$ cat config.mk
export PLATFORM = sky130hd
export DESIGN_NAME = debug_packet_framer_core_flat
export DESIGN_NICKNAME = d
export VERILOG_FILES = /design/src/dpf_pkg.sv /design/src/dpf_channels.sv /design/src/dpf_front.sv /design/src/dpf_queue.sv /design/src/dpf_back.sv /design/src/debug_packet_framer_core.sv /design/src/flat_wrapper.sv
export SDC_FILE = /design/constraint.sdc
export NUM_CORES = 1
export LEC_CHECK = 0
export ABC_AREA = 1
export BUFFER_PORTS_ARGS = -buffer_cell sky130_fd_sc_hd__clkbuf_2
export CAP_MARGIN = 25
export CORE_AREA = 2 2 164 166
export DETAILED_ROUTE_END_ITERATION = 6
export DIE_AREA = 0 0 166 168
export PLACE_DENSITY = 0.64
export SETUP_SLACK_MARGIN = 0.1
export SYNTH_ARGS = -nofsm -noshare
export SYNTH_HDL_FRONTEND = slang
export SYNTH_SLANG_ARGS = --single-unit
$ cat constraint.sdc
create_clock -name clk -period 8.7 [get_ports clk]
set_clock_uncertainty 0.1 [all_clocks]
set_input_delay 0.435 -clock clk [delete_from_list [all_inputs] [get_ports clk]]
set_output_delay 0.435 -clock clk [all_outputs]
set_load 0.1 [all_outputs]
$ cat src/dpf_pkg.sv
// Shared types, codes and helpers for the debug packet framer.
`timescale 1ns / 1ps
package dpf_pkg;

	localparam logic [2:0] OP_START  = 3'd0;
	localparam logic [2:0] OP_RAW    = 3'd1;
	localparam logic [2:0] OP_BYTE   = 3'd2;
	localparam logic [2:0] OP_NIBBLE = 3'd3;
	localparam logic [2:0] OP_FINISH = 3'd4;

	localparam logic [7:0] CH_START = 8'h24;
	localparam logic [7:0] CH_END   = 8'h23;

	localparam logic [15:0] LIMIT_RESET = 16'd1023;

	// One queued job: up to three link characters produced by one input word.
	typedef struct packed {
		logic [1:0] cnt;
		logic [7:0] ch0;
		logic [7:0] ch1;
		logic [7:0] ch2;
		logic       fin;
	} entry_t;

	function automatic logic [7:0] hex_digit(input logic [3:0] n);
		logic [7:0] r;
		if (n < 4'd10) begin
			r = 8'h30 + {4'd0, n};
		end else begin
			r = 8'h57 + {4'd0, n};
		end
		return r;
	endfunction

endpackage

$ cat src/dpf_channels.sv
// Handshake channel interfaces for the input, result and register write words.
`timescale 1ns / 1ps
interface dpf_in_if;
	logic       valid;
	logic       ready;
	logic [2:0] op;
	logic [7:0] data;
	modport source (output valid, output op, output data, input ready);
	modport sink (input valid, input op, input data, output ready);
endinterface

interface dpf_out_if;
	logic       valid;
	logic       ready;
	logic [7:0] out_char;
	logic       run_last;
	logic       frame_end;
	modport source (output valid, output out_char, output run_last, output frame_end,
		input ready);
	modport sink (input valid, input out_char, input run_last, input frame_end,
		output ready);
endinterface

interface dpf_cfg_if;
	logic        valid;
	logic        ready;
	logic [15:0] data;
	modport source (output valid, output data, input ready);
	modport sink (input valid, input data, output ready);
endinterface

$ cat src/dpf_front.sv
// Front end: accepts words, applies the payload limit and checksum, builds jobs.
`timescale 1ns / 1ps
module dpf_front (
	input  logic            clk,
	input  logic            arst_n,
	dpf_in_if.sink          in_ch,
	dpf_cfg_if.sink         cfg,
	input  logic            q_full,
	output logic            push,
	output dpf_pkg::entry_t push_ent
);
	import dpf_pkg::*;

	logic [15:0] limit_q;
	logic [15:0] count_q;
	logic [7:0]  sum_q;
	logic [15:0] count_d;
	logic [7:0]  sum_d;
	logic [7:0]  hi_ch;
	logic [7:0]  lo_ch;
	logic        room0;
	logic        room1;
	logic        fire;
	entry_t      ent;

	assign cfg.ready   = 1'b1;
	assign in_ch.ready = !q_full;
	assign fire        = in_ch.valid && in_ch.ready;
	assign push        = fire && (ent.cnt != 2'd0);
	assign push_ent    = ent;

	always_comb begin
		hi_ch = hex_digit(in_ch.data[7:4]);
		lo_ch = hex_digit(in_ch.data[3:0]);
		room0 = count_q < limit_q;
		// Room for a second character of a byte item.
		room1 = ({1'b0, count_q} + 17'd1) < {1'b0, limit_q};
		ent     = '0;
		count_d = count_q;
		sum_d   = sum_q;
		unique case (in_ch.op)
			OP_START: begin
				ent.cnt = 2'd1;
				ent.ch0 = CH_START;
				count_d = '0;
				sum_d   = '0;
			end
			OP_RAW: begin
				if (room0) begin
					ent.cnt = 2'd1;
					ent.ch0 = in_ch.data;
					count_d = count_q + 16'd1;
					sum_d   = sum_q + in_ch.data;
				end
			end
			OP_BYTE: begin
				if (room0) begin
					ent.ch0 = hi_ch;
					ent.ch1 = lo_ch;
					if (room1) begin
						ent.cnt = 2'd2;
						count_d = count_q + 16'd2;
						sum_d   = sum_q + hi_ch + lo_ch;
					end else begin
						ent.cnt = 2'd1;
						count_d = count_q + 16'd1;
						sum_d   = sum_q + hi_ch;
					end
				end
			end
			OP_NIBBLE: begin
				if (room0) begin
					ent.cnt = 2'd1;
					ent.ch0 = lo_ch;
					count_d = count_q + 16'd1;
					sum_d   = sum_q + lo_ch;
				end
			end
			OP_FINISH: begin
				ent.cnt = 2'd3;
				ent.ch0 = CH_END;
				ent.ch1 = hex_digit(sum_q[7:4]);
				ent.ch2 = hex_digit(sum_q[3:0]);
				ent.fin = 1'b1;
			end
			default: begin
				ent = '0;
			end
		endcase
	end

	always_ff @(posedge clk or negedge arst_n) begin
		if (!arst_n) begin
			limit_q <= LIMIT_RESET;
			count_q <= '0;
			sum_q   <= '0;
		end else begin
			if (cfg.valid) begin
				limit_q <= cfg.data;
			end
			if (fire) begin
				count_q <= count_d;
				sum_q   <= sum_d;
			end
		end
	end

endmodule

$ cat src/dpf_queue.sv
// Small job queue between the front end and the character serializer.
`timescale 1ns / 1ps
module dpf_queue #(
	parameter int Depth = 4
) (
	input  logic            clk,
	input  logic            arst_n,
	input  logic            push,
	input  dpf_pkg::entry_t push_ent,
	input  logic            pop,
	output dpf_pkg::entry_t head,
	output logic            full,
	output logic            empty
);
	import dpf_pkg::*;

	localparam int PtrW = (Depth > 1) ? $clog2(Depth) : 1;
	localparam int CntW = $clog2(Depth + 1);
	localparam logic [PtrW-1:0] PtrLast = PtrW'(Depth - 1);

	entry_t          mem_q [Depth];
	logic [PtrW-1:0] wr_q;
	logic [PtrW-1:0] rd_q;
	logic [CntW-1:0] cnt_q;

	assign full  = cnt_q == CntW'(Depth);
	assign empty = cnt_q == '0;
	assign head  = mem_q[rd_q];

	always_ff @(posedge clk) begin
		if (push) begin
			mem_q[wr_q] <= push_ent;
		end
	end

	always_ff @(posedge clk or negedge arst_n) begin
		if (!arst_n) begin
			wr_q  <= '0;
			rd_q  <= '0;
			cnt_q <= '0;
		end else begin
			if (push) begin
				wr_q <= (wr_q == PtrLast) ? '0 : wr_q + 1'b1;
			end
			if (pop) begin
				rd_q <= (rd_q == PtrLast) ? '0 : rd_q + 1'b1;
			end
			if (push && !pop) begin
				cnt_q <= cnt_q + 1'b1;
			end else if (pop && !push) begin
				cnt_q <= cnt_q - 1'b1;
			end
		end
	end

endmodule

$ cat src/dpf_back.sv
// Back end: sends the characters of each queued job one word at a time.
`timescale 1ns / 1ps
module dpf_back (
	input  logic            clk,
	input  logic            arst_n,
	input  dpf_pkg::entry_t head,
	input  logic            empty,
	output logic            pop,
	dpf_out_if.source       out_ch
);
	import dpf_pkg::*;

	entry_t     cur_q;
	logic [1:0] idx_q;
	logic       busy_q;
	logic       last;
	logic       take;

	assign last  = idx_q == (cur_q.cnt - 2'd1);
	assign take  = out_ch.valid && out_ch.ready;
	// Load the next job as the current one finishes, so jobs run without gaps.
	assign pop   = (!busy_q || (take && last)) && !empty;

	assign out_ch.valid     = busy_q;
	assign out_ch.run_last  = last;
	assign out_ch.frame_end = last && cur_q.fin;

	always_comb begin
		case (idx_q)
			2'd0:    out_ch.out_char = cur_q.ch0;
			2'd1:    out_ch.out_char = cur_q.ch1;
			default: out_ch.out_char = cur_q.ch2;
		endcase
	end

	always_ff @(posedge clk) begin
		if (pop) begin
			cur_q <= head;
		end
	end

	always_ff @(posedge clk or negedge arst_n) begin
		if (!arst_n) begin
			busy_q <= 1'b0;
			idx_q  <= '0;
		end else begin
			if (pop) begin
				busy_q <= 1'b1;
				idx_q  <= '0;
			end else if (take && last) begin
				busy_q <= 1'b0;
			end else if (take) begin
				idx_q <= idx_q + 2'd1;
			end
		end
	end

endmodule

$ cat src/debug_packet_framer_core.sv
// Top level of the debug packet framer.
//
// Usage: in_ch takes one word per op (start, raw character, byte as hex,
// nibble as hex, finish). out_ch sends the framed packet one character per
// word; run_last marks the last character of an input word and frame_end
// marks the second checksum digit. cfg writes payload_limit at any time the
// block is idle; cfg.ready is always high.
// With the queue empty and the serializer idle, the first character of a
// word is offered once it has passed through the job queue and the
// serializer's current-job register. The link sends one character per
// cycle while the receiver takes them and jobs are queued, so a word yields
// one to three characters; words that yield nothing are not queued and send
// none. The serializer sets this rate.
// The front end accepts a word each cycle while the job queue has room,
// even while the receiver stalls; once the queue is full, in_ch.ready
// drops until the serializer frees an entry.
// Reset clears the queue, the payload count and checksum, and sets
// payload_limit to 1023.
`timescale 1ns / 1ps
module debug_packet_framer_core #(
	parameter int QueueDepth = 4
) (
	input  logic      clk,
	input  logic      arst_n,
	dpf_in_if.sink    in_ch,
	dpf_out_if.source out_ch,
	dpf_cfg_if.sink   cfg
);
	import dpf_pkg::*;

	entry_t push_ent;
	entry_t head;
	logic   push;
	logic   pop;
	logic   q_full;
	logic   q_empty;

	dpf_front u_front (
		.clk      (clk),
		.arst_n   (arst_n),
		.in_ch    (in_ch),
		.cfg      (cfg),
		.q_full   (q_full),
		.push     (push),
		.push_ent (push_ent)
	);

	dpf_queue #(
		.Depth (QueueDepth)
	) u_queue (
		.clk      (clk),
		.arst_n   (arst_n),
		.push     (push),
		.push_ent (push_ent),
		.pop      (pop),
		.head     (head),
		.full     (q_full),
		.empty    (q_empty)
	);

	dpf_back u_back (
		.clk    (clk),
		.arst_n (arst_n),
		.head   (head),
		.empty  (q_empty),
		.pop    (pop),
		.out_ch (out_ch)
	);

endmodule

$ cat src/flat_wrapper.sv
// flat-port wrapper written by rule: the top's interface ports become plain ports
module debug_packet_framer_core_flat import dpf_pkg::*;
#(
	parameter int QueueDepth = 4
)
  (clk, arst_n, in_ch_valid, in_ch_op, in_ch_data, in_ch_ready, out_ch_valid, out_ch_out_char, out_ch_run_last, out_ch_frame_end, out_ch_ready, cfg_valid, cfg_data, cfg_ready);
  dpf_in_if in_ch_i ();
  dpf_out_if out_ch_i ();
  dpf_cfg_if cfg_i ();
  input  logic clk;
  input  logic arst_n;
  input wire logic [$bits(in_ch_i.valid)-1:0] in_ch_valid;
  input wire logic [$bits(in_ch_i.op)-1:0] in_ch_op;
  input wire logic [$bits(in_ch_i.data)-1:0] in_ch_data;
  output wire logic [$bits(in_ch_i.ready)-1:0] in_ch_ready;
  output wire logic [$bits(out_ch_i.valid)-1:0] out_ch_valid;
  output wire logic [$bits(out_ch_i.out_char)-1:0] out_ch_out_char;
  output wire logic [$bits(out_ch_i.run_last)-1:0] out_ch_run_last;
  output wire logic [$bits(out_ch_i.frame_end)-1:0] out_ch_frame_end;
  input wire logic [$bits(out_ch_i.ready)-1:0] out_ch_ready;
  input wire logic [$bits(cfg_i.valid)-1:0] cfg_valid;
  input wire logic [$bits(cfg_i.data)-1:0] cfg_data;
  output wire logic [$bits(cfg_i.ready)-1:0] cfg_ready;
  assign in_ch_i.valid = in_ch_valid;
  assign in_ch_i.op = in_ch_op;
  assign in_ch_i.data = in_ch_data;
  assign in_ch_ready = in_ch_i.ready;
  assign out_ch_valid = out_ch_i.valid;
  assign out_ch_out_char = out_ch_i.out_char;
  assign out_ch_run_last = out_ch_i.run_last;
  assign out_ch_frame_end = out_ch_i.frame_end;
  assign out_ch_i.ready = out_ch_ready;
  assign cfg_i.valid = cfg_valid;
  assign cfg_i.data = cfg_data;
  assign cfg_ready = cfg_i.ready;
  debug_packet_framer_core #(.QueueDepth(QueueDepth)) u_core (.clk(clk), .arst_n(arst_n), .in_ch(in_ch_i), .out_ch(out_ch_i), .cfg(cfg_i));
endmodule
==> run metrics <==
Setup WS post-layout 4959 ps; maximum vdd drop 0.0004400 V; HPWL after DPL 16.89 mm; CP max FO 26; data required time of the critical path 8720 ps; Initial DRC Count 569; switch share 0.4610; clock sink count 175; first-pass GRT wire length 39.28 mm; synthesized instance count 1197; clock power share 0.203; area leader, netlist edfxtp_1; area share of the largest cell type after synthesis 0.3638; Main synth FF type edfxtp_1; Root Buffer clkbuf_16; CTS Buf Count 17; Post-route DRC 0; Final Net Count 1330; postcts setup bufs 0; final wirelength 24.02 mm; Die Wd 166 um; initial antenna violation count 2; Pleak 5.153 nW; commonest cells in the netlist 276 x nand2_1, 145 x nor2_1, 138 x inv_1, 125 x edfxtp_1, 100 x o21ai_0; DP Area 10850 um^2; max-slew violations 0; H-tree levels 4; PD cells 328.7 nW/um^2; number of max-cap violations 0; top achievable clock speed 267.3 MHz; Total GRT Usage 0.1771; synth warn 0; # resized after CTS 0; sequential fraction of the synthesis area 0.4863; crit start category flip-flop; Design Area, Final 11460 um^2; number of global-route vias before repair 7577; chip height 168 um; synthesized flop and latch total 175; CTS tree yes; First-pass DRT Iterations 5; CTS Buffer Depth 2; final core utilization 0.4349; period utilization 0.4300; Setup WS pre-CTS 4777 ps; antenna viol nets, final 0; synthesized area 10320 um^2; critical path endpoint category flip-flop; CTS clk-pin slew, worst paths 80 ps; initial core utilization 0.3915; CP Class flip-flop to flip-flop; routability cong. 0.8902; Post-synth EDFFs 125; IO buf count 43; most frequent cell after synthesis nand2_1; status complete, no violations; Via density 5.038; max_slew headroom 0.3826; Hold Crit Class primary input to asynchronous set/reset pin; worst r2r path cells 13; grt ovf 0; WL per Instance 15.16 um; part of the power in registers 0.341; minimum clock period 3741 ps; DIE AREA 27890 um^2; Core ar. 26350 um^2; Worst-Skew Late Latency 440 ps; final setup TNS 0 ps; Syn Area/Cell 8.619 um^2; share of cells above drive strength 1 0.1031; RSZ-0062 raised after global routing no; FF-to-FF Start u_core.u_front.count_q[2]; # IOs 45; largest net degree at the start of global routing 54; Worst-Margin Slew 926.0 ps; reg2reg setup slack 4960 ps; P_int 0.002030 W; Unique masters post-synth 48; area grow syn2layout 11.06%; Net Switching 0.001737 W; Logic pwr share 0.456; final-report setup violation count 0; hold_buf cts 0; Reg-to-Reg End u_core.u_queue.mem_q[3][26]; CP Data Arrival Time 3770 ps; # rows 60; Via Count 7985; final hold violation count 0; asr flop ratio synth 0.2857; largest cells by area after synthesis edfxtp_1 36%, nand2_1 10%, dfrtp_1 9.7%, ha_1 7.9%, nor2_1 5.3%
-- registers in the layout, indices dropped and copies added (netlist names) --
signal / count
u_core.u_front.sum_q: 8
u_core.u_back.out_ch.valid: 1
u_core.u_front.count_q: 16
u_core.u_queue.wr_q: 2
u_core.u_queue.rd_q: 2
u_core.u_back.idx_q: 2
u_core.u_queue.cnt_q: 3
u_core.u_back.cur_q: 25
u_core.u_front.limit_q: 16
u_core.u_queue.mem_q: 100
-- per-layer routing --
metal	track usage	wire length (um)	part of all wire
met4	0.04650	268	0.011
met5	0	0	0
met2	0.3173	12200	0.51
met3	0.03362	1114	0.046
met1	0.2197	10440	0.43
-- power by group through the flow --
| stage | combinational (W) | sequential (W) | clock, W |
|---|---|---|---|
| 6_report | 0.00172 | 0.00128 | 0.000766 |
| 5_1_grt | 0.00192 | 0.00130 | 0.000813 |
| 4_1_cts | 0.00173 | 0.00129 | 0.000777 |
| 3_5_place_dp | 0.00172 | 0.00130 | 0 |
| 3_3_place_gp | 0.00171 | 0.00130 | 0 |
| 2_1_floorplan | 0.00138 | 0.00124 | 0 |
-- cell type report --
cell class	count	area, um^2
sequential	175	5017
clock inverter	15	182.7
multi-input combinational	842	4602
timing repair buffer	48	252.7
tap	341	426.7
inverter	145	546.8
clock buffer	17	425.4
antenna	2	5.005
fill	2524	14890
-- worst max path at each step --
stage	startpoint	endpoint	slack (ps)	cells after the start
2_1_floorplan	u_core.u_back.idx_q[0]	u_core.u_queue.cnt_q[1]	4550	14
3_3_place_gp	in_ch_data[5]	u_core.u_front.sum_q[6]	4880	25
3_5_place_dp	in_ch_data[5]	u_core.u_front.sum_q[6]	4780	25
4_1_cts	u_core.u_front.count_q[2]	u_core.u_queue.mem_q[1][26]	4990	13
5_1_grt	u_core.u_front.count_q[0]	u_core.u_queue.mem_q[1][26]	4660	14
6_report	u_core.u_front.count_q[2]	u_core.u_queue.mem_q[3][26]	4960	13
-- placed cells by master, fill, tap and decap left out, types with 3 or more instances in the layout --
cell type	instances
nand2_1	276
nor2_1	140
inv_1	138
edfxtp_1	125
o21ai_0	100
nand3_1	65
ha_1	65
a21oi_1	44
clkbuf_2	43
dfrtp_1	40
o22ai_1	30
xor2_1	25
clkbuf_16	17
nand4_1	16
dfstp_2	10
xnor2_1	9
nand2_2	7
a22oi_1	7
nor2_4	6
inv_2	5
clkinv_8	5
buf_4	5
nor3_1	4
nor2_2	4
a21o_1	4
or2_2	4
fa_1	4
inv_8	4
o21bai_1	3
o211ai_1	3
conb_1	3
inv_6	3
-- critical path, stage by stage (launching register included) --
cell and delay (ps):
dfrtp_1 490, ha_1 260, nand2_1 110, nor2_1 230
nand2_1 120, nor3_2 180, xnor2_1 170, clkinv_1 140
ha_1 340, inv_1 70, nor3_1 220, nand3_2 310
nand2_4 410, o21ai_0 270
-- kinds of logic (layout without fill, tap and decap cells) --
logic type	Yosys count	in the layout	share of synthesized area
and+or+nand+nor	531	531	0.2148
AOI/OAI and AO/OA	203	203	0.1089
buffers and inverters	182	225	0.07203
DFF	175	175	0.4863
adders and majority gates	69	69	0.08659
xor gates and xnor gates	34	34	0.02886
muxes	2	2	0.002183
other	1	5	0.0003635
-- through the flow --
step	hold WS [ps]	std cells	total power [W]
global placement	402.1	1551	0.003006
global route	79.18	1583	0.004043
floorplan	39.41	1199	0.002624
detailed placement	411.8	1551	0.003025
finish	17.81	1585	0.003767
CTS	42.54	1583	0.003791
Power figures use the tool's default switching activity.
